===== src/rtl/sha1he_pkg.sv =====
// ----------------------------------------------------------------------------
// SHA-1 engine package
// Shared types and constants: queue entry, queue depth, hash constants.
// ----------------------------------------------------------------------------
package sha1he_pkg;

    localparam int unsigned C_QDEPTH = 4;
    localparam int unsigned C_QAW    = $clog2(C_QDEPTH);

    localparam logic [7:0] C_PAD_BYTE = 8'h80;

    localparam logic [31:0] C_H_INIT [5] = '{
        32'h67452301, 32'hEFCDAB89, 32'h98BADCFE, 32'h10325476, 32'hC3D2E1F0
    };

    localparam logic [31:0] C_K0 = 32'h5A827999;
    localparam logic [31:0] C_K1 = 32'h6ED9EBA1;
    localparam logic [31:0] C_K2 = 32'h8F1BBCDC;
    localparam logic [31:0] C_K3 = 32'hCA62C1D6;

    // one schedule word on its way to the compression core
    typedef struct packed {
        logic [31:0] word;
        logic        is_end;
    } t_cmd;

endpackage


===== src/rtl/sha1he_ifs.sv =====
// ----------------------------------------------------------------------------
// SHA-1 engine channels
// Valid/ready stream interfaces for message bytes and digest words.
// ----------------------------------------------------------------------------
interface sha1he_byte_if;
    logic       valid;
    logic       ready;
    logic [7:0] data_byte;
    logic       byte_valid;
    logic       is_last;

    modport source (output valid, data_byte, byte_valid, is_last, input ready);
    modport sink   (input valid, data_byte, byte_valid, is_last, output ready);
endinterface

interface sha1he_word_if;
    logic        valid;
    logic        ready;
    logic [31:0] digest_word;
    logic        last_word;

    modport source (output valid, digest_word, last_word, input ready);
    modport sink   (input valid, digest_word, last_word, output ready);
endinterface


===== src/rtl/sha1he_front.sv =====
// ----------------------------------------------------------------------------
// SHA-1 engine front end
// Packs message bytes into big-endian words, counts the length and
// generates the pad, zero fill and bit-length words at end of message.
// ----------------------------------------------------------------------------
module sha1he_front (
    input  logic                i_clk,
    input  logic                i_rst_n,
    sha1he_byte_if.sink         i_byte,
    output logic                o_cmd_valid,
    output sha1he_pkg::t_cmd    o_cmd,
    input  logic                i_cmd_ready
);
    import sha1he_pkg::*;

    typedef enum logic [2:0] {F_DATA, F_PAD, F_ZERO, F_LENHI, F_LENLO} t_fstate;

    t_fstate      r_state;
    logic [23:0]  r_acc;
    logic [1:0]   r_bpos;
    logic [3:0]   r_widx;
    logic [60:0]  r_count;
    logic [31:0]  w_pad;
    logic         w_take;
    logic         w_push;

    assign i_byte.ready = (r_state == F_DATA) && i_cmd_ready;
    assign w_take       = i_byte.valid && i_byte.ready;
    assign w_push       = o_cmd_valid && i_cmd_ready;

    always_comb begin
        case (r_bpos)
            2'd0:    w_pad = {C_PAD_BYTE, 24'h000000};
            2'd1:    w_pad = {r_acc[7:0], C_PAD_BYTE, 16'h0000};
            2'd2:    w_pad = {r_acc[15:0], C_PAD_BYTE, 8'h00};
            default: w_pad = {r_acc, C_PAD_BYTE};
        endcase
    end

    always_comb begin
        o_cmd_valid = 1'b0;
        o_cmd       = '{word: 32'h0, is_end: 1'b0};
        unique case (r_state)
            F_DATA: begin
                o_cmd_valid = i_byte.valid && i_byte.byte_valid && (r_bpos == 2'd3);
                o_cmd.word  = {r_acc, i_byte.data_byte};
            end
            F_PAD: begin
                o_cmd_valid = 1'b1;
                o_cmd.word  = w_pad;
            end
            F_ZERO: begin
                o_cmd_valid = 1'b1;
            end
            F_LENHI: begin
                o_cmd_valid = 1'b1;
                o_cmd.word  = r_count[60:29];
            end
            F_LENLO: begin
                o_cmd_valid  = 1'b1;
                o_cmd.word   = {r_count[28:0], 3'b000};
                o_cmd.is_end = 1'b1;
            end
            default: begin
                o_cmd_valid = 1'b0;
            end
        endcase
    end

    always_ff @(posedge i_clk) begin
        if (!i_rst_n) begin
            r_state <= F_DATA;
            r_bpos  <= 2'd0;
            r_widx  <= 4'd0;
            r_count <= 61'd0;
        end else begin
            unique case (r_state)
                F_DATA: begin
                    if (w_take) begin
                        if (i_byte.byte_valid) begin
                            r_acc   <= {r_acc[15:0], i_byte.data_byte};
                            r_bpos  <= r_bpos + 2'd1;
                            r_count <= r_count + 61'd1;
                            if (r_bpos == 2'd3) begin
                                r_widx <= r_widx + 4'd1;
                            end
                        end
                        if (i_byte.is_last) begin
                            r_state <= F_PAD;
                        end
                    end
                end
                F_PAD, F_ZERO: begin
                    if (w_push) begin
                        r_widx  <= r_widx + 4'd1;
                        r_state <= (r_widx == 4'd13) ? F_LENHI : F_ZERO;
                    end
                end
                F_LENHI: begin
                    if (w_push) begin
                        r_widx  <= r_widx + 4'd1;
                        r_state <= F_LENLO;
                    end
                end
                F_LENLO: begin
                    if (w_push) begin
                        r_widx  <= 4'd0;
                        r_bpos  <= 2'd0;
                        r_count <= 61'd0;
                        r_state <= F_DATA;
                    end
                end
                default: begin
                    r_state <= F_DATA;
                end
            endcase
        end
    end

endmodule


===== src/rtl/sha1he_fifo.sv =====
// ----------------------------------------------------------------------------
// SHA-1 engine word queue
// Short FIFO between the front end and the compression core.
// ----------------------------------------------------------------------------
module sha1he_fifo (
    input  logic                i_clk,
    input  logic                i_rst_n,
    input  logic                i_push_valid,
    output logic                o_push_ready,
    input  sha1he_pkg::t_cmd    i_push_cmd,
    output logic                o_pop_valid,
    input  logic                i_pop_ready,
    output sha1he_pkg::t_cmd    o_pop_cmd
);
    import sha1he_pkg::*;

    t_cmd              r_mem [C_QDEPTH];
    logic [C_QAW-1:0]  r_wptr;
    logic [C_QAW-1:0]  r_rptr;
    logic [C_QAW:0]    r_count;
    logic              w_push;
    logic              w_pop;

    assign o_push_ready = (r_count != (C_QAW+1)'(C_QDEPTH));
    assign o_pop_valid  = (r_count != '0);
    assign o_pop_cmd    = r_mem[r_rptr];
    assign w_push       = i_push_valid && o_push_ready;
    assign w_pop        = o_pop_valid && i_pop_ready;

    always_ff @(posedge i_clk) begin
        if (w_push) begin
            r_mem[r_wptr] <= i_push_cmd;
        end
    end

    always_ff @(posedge i_clk) begin
        if (!i_rst_n) begin
            r_wptr  <= '0;
            r_rptr  <= '0;
            r_count <= '0;
        end else begin
            if (w_push) begin
                r_wptr <= r_wptr + 1'b1;
            end
            if (w_pop) begin
                r_rptr <= r_rptr + 1'b1;
            end
            case ({w_push, w_pop})
                2'b10:   r_count <= r_count + 1'b1;
                2'b01:   r_count <= r_count - 1'b1;
                default: r_count <= r_count;
            endcase
        end
    end

endmodule


===== src/rtl/sha1he_core.sv =====
// ----------------------------------------------------------------------------
// SHA-1 compression core
// Loads sixteen words, runs eighty rounds one per cycle over a rolling
// schedule window, folds into the chaining words and emits the digest.
// ----------------------------------------------------------------------------
module sha1he_core (
    input  logic                i_clk,
    input  logic                i_rst_n,
    input  logic                i_cmd_valid,
    output logic                o_cmd_ready,
    input  sha1he_pkg::t_cmd    i_cmd,
    sha1he_word_if.source       o_digest
);
    import sha1he_pkg::*;

    typedef enum logic [1:0] {C_LOAD, C_ROUND, C_ADD, C_EMIT} t_cstate;

    t_cstate      r_state;
    logic [31:0]  r_w [16];
    logic [31:0]  r_h [5];
    logic [31:0]  r_a, r_b, r_c, r_d, r_e;
    logic [6:0]   r_t;
    logic [3:0]   r_wcnt;
    logic [2:0]   r_k;
    logic         r_end;
    logic [31:0]  w_mix;
    logic [31:0]  w_wt;
    logic [31:0]  w_f;
    logic [31:0]  w_kt;
    logic [31:0]  w_sum;

    assign o_cmd_ready          = (r_state == C_LOAD);
    assign o_digest.valid       = (r_state == C_EMIT);
    assign o_digest.digest_word = r_h[0];
    assign o_digest.last_word   = (r_k == 3'd4);

    always_comb begin
        w_mix = r_w[13] ^ r_w[8] ^ r_w[2] ^ r_w[0];
        w_wt  = (r_t < 7'd16) ? r_w[0] : {w_mix[30:0], w_mix[31]};
        if (r_t < 7'd20) begin
            w_f  = (r_b & r_c) | (~r_b & r_d);
            w_kt = C_K0;
        end else if (r_t < 7'd40) begin
            w_f  = r_b ^ r_c ^ r_d;
            w_kt = C_K1;
        end else if (r_t < 7'd60) begin
            w_f  = (r_b & r_c) | (r_b & r_d) | (r_c & r_d);
            w_kt = C_K2;
        end else begin
            w_f  = r_b ^ r_c ^ r_d;
            w_kt = C_K3;
        end
        w_sum = {r_a[26:0], r_a[31:27]} + w_f + r_e + w_kt + w_wt;
    end

    always_ff @(posedge i_clk) begin
        if (!i_rst_n) begin
            r_state <= C_LOAD;
            r_wcnt  <= 4'd0;
            r_k     <= 3'd0;
            r_t     <= 7'd0;
            r_end   <= 1'b0;
            for (int i = 0; i < 5; i++) begin
                r_h[i] <= C_H_INIT[i];
            end
        end else begin
            unique case (r_state)
                C_LOAD: begin
                    if (i_cmd_valid) begin
                        for (int i = 0; i < 15; i++) begin
                            r_w[i] <= r_w[i+1];
                        end
                        r_w[15] <= i_cmd.word;
                        r_wcnt  <= r_wcnt + 4'd1;
                        if (r_wcnt == 4'd15) begin
                            r_end   <= i_cmd.is_end;
                            r_a     <= r_h[0];
                            r_b     <= r_h[1];
                            r_c     <= r_h[2];
                            r_d     <= r_h[3];
                            r_e     <= r_h[4];
                            r_t     <= 7'd0;
                            r_state <= C_ROUND;
                        end
                    end
                end
                C_ROUND: begin
                    for (int i = 0; i < 15; i++) begin
                        r_w[i] <= r_w[i+1];
                    end
                    r_w[15] <= w_wt;
                    r_e     <= r_d;
                    r_d     <= r_c;
                    r_c     <= {r_b[1:0], r_b[31:2]};
                    r_b     <= r_a;
                    r_a     <= w_sum;
                    r_t     <= r_t + 7'd1;
                    if (r_t == 7'd79) begin
                        r_state <= C_ADD;
                    end
                end
                C_ADD: begin
                    r_h[0]  <= r_h[0] + r_a;
                    r_h[1]  <= r_h[1] + r_b;
                    r_h[2]  <= r_h[2] + r_c;
                    r_h[3]  <= r_h[3] + r_d;
                    r_h[4]  <= r_h[4] + r_e;
                    r_k     <= 3'd0;
                    r_state <= r_end ? C_EMIT : C_LOAD;
                end
                C_EMIT: begin
                    if (o_digest.ready) begin
                        r_k <= r_k + 3'd1;
                        if (r_k == 3'd4) begin
                            for (int i = 0; i < 5; i++) begin
                                r_h[i] <= C_H_INIT[i];
                            end
                            r_state <= C_LOAD;
                        end else begin
                            for (int i = 0; i < 4; i++) begin
                                r_h[i] <= r_h[i+1];
                            end
                        end
                    end
                end
                default: begin
                    r_state <= C_LOAD;
                end
            endcase
        end
    end

endmodule


===== src/rtl/sha1_hash_engine_unit.sv =====
// ----------------------------------------------------------------------------
// SHA-1 hash engine
// Streams message bytes in, one per transfer, and returns the five digest
// words H0..H4 on the output channel, last_word marking H4.
//
// Input transfer: data_byte with byte_valid, is_last ends the message
// (byte_valid 0 with is_last 1 closes a message with no further byte).
// A front end packs bytes into words and takes one byte per cycle while
// the four-entry word queue has room; at end of message it emits the
// pad, zero and length words (up to 18) before taking new bytes.
// The core loads 16 words and runs 80 rounds at one per cycle, taking
// no words while the rounds run, so the round loop sets the rate on
// long messages. The digest leaves one word per cycle while the
// receiver takes it.
// A stalled receiver holds the core on its current word; the front end
// keeps accepting bytes until the queue fills.
// Reset restores the initial chaining words and clears all counters.
// ----------------------------------------------------------------------------
module sha1_hash_engine_unit (
    input  logic            i_clk,
    input  logic            i_rst_n,
    sha1he_byte_if.sink     i_byte,
    sha1he_word_if.source   o_digest
);
    import sha1he_pkg::*;

    logic  w_push_valid;
    logic  w_push_ready;
    t_cmd  w_push_cmd;
    logic  w_pop_valid;
    logic  w_pop_ready;
    t_cmd  w_pop_cmd;

    sha1he_front u_front (
        .i_clk       (i_clk),
        .i_rst_n     (i_rst_n),
        .i_byte      (i_byte),
        .o_cmd_valid (w_push_valid),
        .o_cmd       (w_push_cmd),
        .i_cmd_ready (w_push_ready)
    );

    sha1he_fifo u_fifo (
        .i_clk        (i_clk),
        .i_rst_n      (i_rst_n),
        .i_push_valid (w_push_valid),
        .o_push_ready (w_push_ready),
        .i_push_cmd   (w_push_cmd),
        .o_pop_valid  (w_pop_valid),
        .i_pop_ready  (w_pop_ready),
        .o_pop_cmd    (w_pop_cmd)
    );

    sha1he_core u_core (
        .i_clk       (i_clk),
        .i_rst_n     (i_rst_n),
        .i_cmd_valid (w_pop_valid),
        .o_cmd_ready (w_pop_ready),
        .i_cmd       (w_pop_cmd),
        .o_digest    (o_digest)
    );

    a_digest_gap : assert property (@(posedge i_clk) disable iff (!i_rst_n)
        o_digest.valid && o_digest.ready && o_digest.last_word |=> !o_digest.valid)
        else $error("digest still valid after final word transfer");

    a_pad_stall : assert property (@(posedge i_clk) disable iff (!i_rst_n)
        i_byte.valid && i_byte.ready && i_byte.is_last |=> !i_byte.ready)
        else $error("byte taken while padding words are pending");

    a_core_busy : assert property (@(posedge i_clk) disable iff (!i_rst_n)
        o_digest.valid |-> !w_pop_ready)
        else $error("core loading words while emitting digest");

endmodule


===== src/flat_wrapper.sv =====
// flat-port wrapper written by rule: the top's interface ports become plain ports
module sha1_hash_engine_unit_flat import sha1he_pkg::*;
  (i_clk, i_rst_n, i_byte_valid, i_byte_data_byte, i_byte_byte_valid, i_byte_is_last, i_byte_ready, o_digest_valid, o_digest_digest_word, o_digest_last_word, o_digest_ready);
  sha1he_byte_if i_byte_i ();
  sha1he_word_if o_digest_i ();
  input  logic i_clk;
  input  logic i_rst_n;
  input wire logic [$bits(i_byte_i.valid)-1:0] i_byte_valid;
  input wire logic [$bits(i_byte_i.data_byte)-1:0] i_byte_data_byte;
  input wire logic [$bits(i_byte_i.byte_valid)-1:0] i_byte_byte_valid;
  input wire logic [$bits(i_byte_i.is_last)-1:0] i_byte_is_last;
  output wire logic [$bits(i_byte_i.ready)-1:0] i_byte_ready;
  output wire logic [$bits(o_digest_i.valid)-1:0] o_digest_valid;
  output wire logic [$bits(o_digest_i.digest_word)-1:0] o_digest_digest_word;
  output wire logic [$bits(o_digest_i.last_word)-1:0] o_digest_last_word;
  input wire logic [$bits(o_digest_i.ready)-1:0] o_digest_ready;
  assign i_byte_i.valid = i_byte_valid;
  assign i_byte_i.data_byte = i_byte_data_byte;
  assign i_byte_i.byte_valid = i_byte_byte_valid;
  assign i_byte_i.is_last = i_byte_is_last;
  assign i_byte_ready = i_byte_i.ready;
  assign o_digest_valid = o_digest_i.valid;
  assign o_digest_digest_word = o_digest_i.digest_word;
  assign o_digest_last_word = o_digest_i.last_word;
  assign o_digest_i.ready = o_digest_ready;
  sha1_hash_engine_unit u_core (.i_clk(i_clk), .i_rst_n(i_rst_n), .i_byte(i_byte_i), .o_digest(o_digest_i));
endmodule

===== config.mk =====
export PLATFORM = sky130hd
export DESIGN_NAME = sha1_hash_engine_unit_flat
export DESIGN_NICKNAME = d
export VERILOG_FILES = /design/src/rtl/sha1he_pkg.sv /design/src/rtl/sha1he_ifs.sv /design/src/rtl/sha1he_front.sv /design/src/rtl/sha1he_fifo.sv /design/src/rtl/sha1he_core.sv /design/src/rtl/sha1_hash_engine_unit.sv /design/src/flat_wrapper.sv
export SDC_FILE = /design/constraint.sdc
export NUM_CORES = 2
export LEC_CHECK = 0
export CORE_MARGIN = 1
export CORE_UTILIZATION = 35
export DETAILED_ROUTE_END_ITERATION = 7
export DONT_BUFFER_PORTS = 1
export PLACE_DENSITY = 0.56
export SETUP_SLACK_MARGIN = 0.5
export SLEW_MARGIN = 20
export SYNTH_ARGS = -nofsm -noshare
export SYNTH_HDL_FRONTEND = slang
export SYNTH_SLANG_ARGS = --single-unit

===== constraint.sdc =====
create_clock -name i_clk -period 20.5 [get_ports i_clk]
set_input_delay 2.05 -clock i_clk [delete_from_list [all_inputs] [get_ports i_clk]]
set_output_delay 2.05 -clock i_clk [all_outputs]
set_load 0.05 [all_outputs]

Yosys cells after proc, flatten, opt, wreduce, memory -nomap -nowiden
Memories as Yosys holds them, arrays and structs flattened. A register that Yosys moved wholly into a read port is not among the register bits. Index checks and enable logic that the tools add are counted.

Add/sub/neg operators: 19. Order comparisons: 4. Equality and inequality tests: 30. Muxes and demuxes: 115. Bitwise logic cells: 43. Reductions and logical operators: 28.

Operators by type and width (number): 32-bit 2-to-1 mux (46); 32-bit one-hot mux with 2 select lines (5); 32-bit adder (9); 61-bit 2-to-1 mux (3); 32-bit XOR (5); 32-bit bitwise AND (4); 32-bit one-hot mux with 4 select lines (1); 61-bit one-hot mux with 2 select lines (1); 32-bit bitwise OR (3); 32-bit one-hot mux with 3 select lines (1); 61-bit by 1-bit adder with 61-bit output (second input constant) (1); 32-bit NOT (1); 31-bit 2-to-1 mux (1); 1-bit bitwise OR (30); 1-bit 2-to-1 mux (25); 2-bit 2-to-1 mux (11); 4-bit 2-to-1 mux (5); 3-bit 2-to-1 mux (6); 2-bit inequality test (second input constant) (9); 7-bit by 5-bit < comparator with 1-bit output (second input constant) (2); 7-bit by 6-bit < comparator with 1-bit output (second input constant) (2); 7-bit 2-to-1 mux (2); 7-bit one-hot mux with 2 select lines (1); 3-bit one-hot mux with 2 select lines (2); other kinds (32) (63).

Bits in registers: 278. RAM bits: 804. Input bits: 14. Output and inout port bits: 35. Word-level logic and storage cells: 260. Memories: 3.

Memories: u_core.u_core.r_w (depth 16, bits a word 32, rd ports 16, clocked after Yosys merged registers in 0, wr ports 16, line sha1he_core.sv:19) `logic [31:0] r_w [16];`; u_core.u_core.r_h (depth 5, bits a word 32, rd ports 5, clocked after Yosys merged registers in 0, wr ports 5, line sha1he_core.sv:20) `logic [31:0] r_h [5];`; u_core.u_fifo.r_mem (depth 4, bits a word 33, rd ports 1, clocked after Yosys merged registers in 1, wr ports 1, line sha1he_fifo.sv:17) `t_cmd r_mem [C_QDEPTH];`.

Logic depth before layout (Yosys ltp)
Depth after elaboration: 11. Mapped depth: 25. Gate-level depth less buffers: 23.

Modules after synthesis
From an unflattened synthesis, not the netlist that was laid out.

Cell total of the unflattened synthesis: 4369. Area total of the unflattened synthesis: 53538.8 um^2.

Modules (own cells, without submodules): sha1he_core (instances 1, cells each 3581, area an instance 43336.6 um^2); sha1he_fifo (instances 1, cells each 225, area an instance 5301.3 um^2); sha1he_front (instances 1, cells each 563, area an instance 4901.0 um^2).

Least setup slack after synthesis
OpenSTA, ideal clock, no wires.

Kind: input port to flip-flop. Start point: input i_rst_n. End point: memory u_core.u_core.r_w[0][0], enable pin. Setup time: 0.924 ns. Data arrival time: 13.887 ns. Data required time: 19.576 ns. Setup slack: 5.689 ns. Cell stages on the path: 3. Buffers on the path: 2. Path through: clkbuf_1 > clkbuf_1 > o21a_1.

RTL lines: start, declared (line flat_wrapper.sv:7) `input logic i_rst_n;`; end, declared (line sha1he_core.sv:19).

Worst setup path after layout
Start point: register u_core.u_core.r_t[4]. End point: register u_core.u_core.r_a[27], data pin.

Cells in the longest elaborated chain, start to end: 9. Elaborated cells on any way between the ends: 16. Those cells by class: 4 x add/sub; 4 x order compare; 8 x mux.

RTL lines: start, declared (line sha1he_core.sv:22) `logic [6:0] r_t;`; start signal, assigned (line sha1he_core.sv:97) `r_t <= r_t + 7'd1;`; 7-bit by 6-bit < comparator with 1-bit output (line sha1he_core.sv:46) `end else if (r_t < 7'd60) begin`; 32-bit 2-to-1 mux (line sha1he_core.sv:46); 32-bit 2-to-1 mux (line sha1he_core.sv:43) `end else if (r_t < 7'd40) begin`; 32-bit 2-to-1 mux (line sha1he_core.sv:40) `if (r_t < 7'd20) begin`; 32-bit adder (3 in a row) (line sha1he_core.sv:53) `w_sum = {r_a[26:0], r_a[31:27]} + w_f + r_e + w_kt + w_wt;`; 32-bit adder * (line sha1he_core.sv:53); 32-bit one-hot mux with 2 select lines * (line sha1he_core.sv:67) `unique case (r_state)`; end signal, assigned (line sha1he_core.sv:77) `r_a <= r_h[0];`; end signal, assigned (line sha1he_core.sv:96) `r_a <= w_sum;`; end, declared (line sha1he_core.sv:21) `logic [31:0] r_a, r_b, r_c, r_d, r_e;`.

Every way passes the cells marked *; elsewhere a longest branch is shown, timed or not. A chain may end at the register's enable or synchronous reset.

==> summary.txt <==
Run status
  • Run status: complete, no violations

GRT
  • Overall track demand over capacity in global routing: 0.1789
  • Wire length of the first global-routing pass: 207,300 microns
  • Total global routing overflow: 0
  • Antenna violations before repair: 3
  • Pin count of the biggest net entering global routing: 209
  • Number of global-route vias before repair: 32,536

Detailed routing
  • Initial DRT Pass Iterations: 8
  • Number of vias per cell after detailed routing: 5.210
  • Count of vias placed by the detailed router: 33,500
  • Residual antenna-violating net count after detailed routing: 0
  • Wire length reported by the detailed router: 138,800 microns
  • Average wire per standard cell: 21.58 microns
  • DRC violation count after routing: 0
  • Drt initial violations: 3,171

Critical path
  • Crit-path slowest cell: sky130_fd_sc_hd__a41oi_1
  • Crit path largest cell delay: 960 ps
  • CP Data Arrival Time: 7640 ps
  • Kind of cell adding the most delay to the critical path: compound AO/OA/AOI/OAI gates
  • Endpoint of the worst register-to-register path: u_core.u_core.r_a[27]
  • Type of origin of the critical path: flop
  • Worst Path Class, Setup: reg -> reg
  • Register-to-Register Path Depth: 19
  • Launch point of the worst reg-to-reg path: u_core.u_core.r_t[4]
  • Data required time at the worst endpoint: 21,000 ps
  • Crit. End Element: flop
  • Critical-path maximum fanout: 21
  • Cell repeated most along the worst path: sky130_fd_sc_hd__fa_1
  • Worst path buffer plus inverter count: 2
  • Flop2flop setup slack: 13,360 ps
  • Cell breakdown of the critical path: a41oi_1 -> nand2_1 -> a222oi_1 -> fa_1 -> fa_1 -> inv_1 -> ha_1 -> inv_1 -> fa_1 -> nor2b_1 -> o31ai_1 -> a311o_1 -> a211oi_1 -> o211ai_1 -> a31oi_1 -> a21o_1 -> a21oi_1 -> xnor2_1 -> mux2_2

Timing
  • Achievable clock frequency: 140.0 MHz
  • Slew at the pin closest to its max-slew limit: 1137 ps
  • Portion of the clock cycle consumed by the worst path in the final layout: 0.3485
  • Hold Slack: 408.7 ps
  • Hold violation count in the final report: 0
  • Final-layout setup total negative slack: 0 ps
  • Max-slew violations: 0
  • Worst slew margin relative to its limit: 0.2317
  • Setup repair after global routing missed its margin: no
  • Post-Route Skew: 50.37 ps
  • Setup violators final: 0
  • Final critical path time including I/O delays and setup: 7145 ps

Synthesis
  • Post-synthesis xor/xnor area fraction: 0.05201
  • Number of flops mapped to enable cells by yosys: 988
  • Top-count cell post-synth: sky130_fd_sc_hd__edfxtp_1
  • Synth Register Bits: 1,084
  • Most used flip-flop cell after synthesis: sky130_fd_sc_hd__edfxtp_1
  • Net Count, Synth: 4,689
  • Post-Synthesis Cells: 4,340
  • Dominant combinational cell family by area after synthesis: compound AO/OA/AOI/OAI gates
  • Area share of the leading cell type in the synthesized netlist: 0.5558
  • Adder-Cell Fraction of Synth Area: 0.09624
  • Fraction of synthesized area in multiplexers: 0.02346
  • Synth async-reset ratio: 0
  • Post-synthesis share of cell area spent on and, or, nand and nor gates: 0.09908
  • Average footprint of a synthesized cell: 12.30 sq um
  • Distinct cell type count after synthesis: 84
  • Most area-hungry cell type in the Yosys netlist: sky130_fd_sc_hd__edfxtp_1
  • Warnings from Yosys: 0
  • Commonest cells in the synthesized netlist: sky130_fd_sc_hd__edfxtp_1 (988), sky130_fd_sc_hd__nand2_1 (622), sky130_fd_sc_hd__nor2_1 (266)
  • Leading post-synthesis cells by cell area: sky130_fd_sc_hd__edfxtp_1 (56%), sky130_fd_sc_hd__ha_1 (4.9%), sky130_fd_sc_hd__fa_1 (4.7%), sky130_fd_sc_hd__nand2_1 (4.4%), sky130_fd_sc_hd__dfxtp_1 (3.6%)
  • Sequential cell area fraction in the yosys report: 0.5918
  • Compound-cell area share of the yosys netlist: 0.1036
  • Post-synthesis instance area: 0.05338 sq mm

Layout
  • Fraction of final layout cells sized beyond drive strength 1: 0.06593
  • Layout-stage area growth over the synthesis result: 11.34%
  • Number of nets in the layout: 4,669
  • ANT cells: 0

Die
  • I/O pin total: 49
  • Placeable Area: 0.1507 sq mm
  • Row count: 142
  • Area enclosed by the die boundary: 0.1541 sq mm
  • Height of the die: 392.5 microns
  • X dimension of the die: 392.5 microns
  • Initial core utilization: 0.3543

Clocking
  • Clock buffer depth: 3
  • Clock latency of the later-clocked register in the worst-skew pair: 760 ps
  • Number of buffers inserted during clock tree synthesis: 112
  • Clock H-tree levels: 3
  • Resized Gates After CTS: 0
  • TritonCTS clock tree: yes
  • Setup bufs post-CTS: 0
  • Root Driver: sky130_fd_sc_hd__clkbuf_16
  • Clock transition at path regs: 60 ps
  • Total number of clock tree sinks: 1,084
  • Hold bufs inserted after CTS: 0

Run
  • Max-cap violations: 0

Power
  • Highest ir drop seen on vdd: 0.07178 mV
  • Power density over the cells: 105.3 mW/mm^2
  • Leakage dissipation: 21.51 nW
  • Total power of the final layout: 0.006257 W

Placement
  • Detailed placement HPWL: 96,610 microns
  • Placer congestion estimate: 0.9324
  • # port buffers: 0

Hold path
  • Origin of the worst min-delay path: u_core.u_core.r_w[1][251]
  • Worst Hold End: u_core.u_core.r_w[1][219]
  • Number of cells traversed by the worst hold path: 0
  • Type of the worst min-delay path: reg -> reg
==> cells by family after synthesis <==
group,count (synthesis)
AOI/OAI and AO/OA,882
xor gates and xnor gates,317
adders and majority gates,335
buffers and inverters,438
DFF,1084
muxes,83
and+or+nand+nor,1201
==> final cells by class <==
type,instances,area [sq um]
timing repair buffer,42,360.3
clock buffer,140,2970
fill,14445,91230
inverter,262,983.4
tap,2016,2522
multi-input combinational,2818,20080
sequential,1084,31590
clock inverter,68,923.4
==> per-stage QoR <==
step / cells / utilization / cell area, sq um / setup WS [ps]
finish: 6430 / 0.3945 / 59440 / 13360
global route: 6430 / 0.3945 / 59440 / 12880
CTS: 6429 / 0.3943 / 59410 / 13390
detailed placement: 6221 / 0.3685 / 55510 / 13410
global placement: 6221 / 0.3684 / 55510 / 13620
floorplan: 4340 / - / 53380 / 5689
==> where the power goes <==
group	switching [W]	internal (W)	leakage [nW]
clock	0.000900	0.00126	1.87
sequential	0.000121	0.00287	9.75
combinational	0.000711	0.000396	9.88
==> worst register-to-register path: cells and delay by family, from the launching register on <==
kind / cells / cell delay, ps
buffers and inverters: 2 / 130
AOI/OAI and AO/OA: 9 / 3320
xor gates and xnor gates: 1 / 130
adders and majority gates: 4 / 1580
and+or+nand+nor: 2 / 1080
muxes: 1 / 260
DFF: 1 / 390
==> how the worst max path moves through the flow <==
stage	from	depth (start not counted)	slack, ps	end
after floorplan	i_rst_n	3	5690	u_core.u_core.r_w[0][0]
after global placement	u_core.u_core.r_t[4]	22	13620	u_core.u_core.r_a[27]
after detailed placement	u_core.u_core.r_t[4]	19	13410	u_core.u_core.r_a[27]
after CTS	u_core.u_core.r_t[4]	19	13390	u_core.u_core.r_a[27]
after global routing	u_core.u_core.r_t[4]	22	12880	u_core.u_core.r_a[27]
final	u_core.u_core.r_t[4]	19	13360	u_core.u_core.r_a[27]
==> per-layer routing <==
metal,up-vias,global-route usage,part of all wire
li1,15583,-,-
met1,16677,0.2617,0.47
met2,1037,0.2634,0.43
met3,203,0.03987,0.076
met4,0,0.05249,0.026
met5,-,0,0
==> state kept, by name, summed over array words and instances (netlist names), named ones only <==
signal / count
u_core.u_core.r_wcnt: 4
u_core.u_core.r_c: 32
u_core.u_core.r_e: 32
u_core.u_front.r_acc: 24
u_core.u_fifo.r_count: 3
u_core.u_core.r_t: 7
u_core.u_fifo.r_wptr: 2
u_core.u_core.r_a: 32
u_core.u_core.r_h: 160
u_core.u_front.r_count: 61
u_core.u_front.r_bpos: 2
u_core.u_core.r_state: 2
u_core.u_core.r_w: 512
u_core.u_core.r_k: 3
u_core.u_core.r_b: 32
u_core.u_front.r_widx: 4
u_core.u_core.r_end: 1
u_core.u_fifo.r_rptr: 2
u_core.u_fifo.r_mem: 132
u_core.u_front.r_state: 3
u_core.u_core.r_d: 32
==> cells in the final DEF, fill, tap and decap left out, types with 22 or more instances in the layout <==
cell / Yosys / final
sky130_fd_sc_hd__a21o_1: 91 / 91
sky130_fd_sc_hd__and3_1: 31 / 29
sky130_fd_sc_hd__or3_1: 34 / 34
sky130_fd_sc_hd__edfxtp_1: 988 / 988
sky130_fd_sc_hd__nor2_1: 266 / 265
sky130_fd_sc_hd__o21a_1: 25 / 24
sky130_fd_sc_hd__and2_1: 32 / 29
sky130_fd_sc_hd__o21ai_0: 262 / 262
sky130_fd_sc_hd__xnor2_1: 209 / 209
sky130_fd_sc_hd__inv_1: 261 / 261
sky130_fd_sc_hd__nand3_1: 69 / 67
sky130_fd_sc_hd__clkinv_1: 1 / 24
sky130_fd_sc_hd__a21oi_1: 253 / 253
sky130_fd_sc_hd__nand4_1: 22 / 22
sky130_fd_sc_hd__buf_4: 35 / 39
sky130_fd_sc_hd__nand2_1: 622 / 621
sky130_fd_sc_hd__o211ai_1: 23 / 23
sky130_fd_sc_hd__fa_1: 126 / 126
sky130_fd_sc_hd__nor2b_1: 26 / 26
sky130_fd_sc_hd__ha_1: 209 / 209
sky130_fd_sc_hd__clkbuf_16: 0 / 114
sky130_fd_sc_hd__nand2b_1: 23 / 22
sky130_fd_sc_hd__xor2_1: 108 / 108
sky130_fd_sc_hd__nor3_1: 28 / 25
sky130_fd_sc_hd__dfxtp_1: 96 / 95
sky130_fd_sc_hd__mux4_2: 33 / 33
sky130_fd_sc_hd__clkbuf_1: 118 / 24
sky130_fd_sc_hd__mux2i_1: 43 / 43
sky130_fd_sc_hd__a22oi_1: 24 / 24
Note: power is estimated with default switching activity, not from simulation.
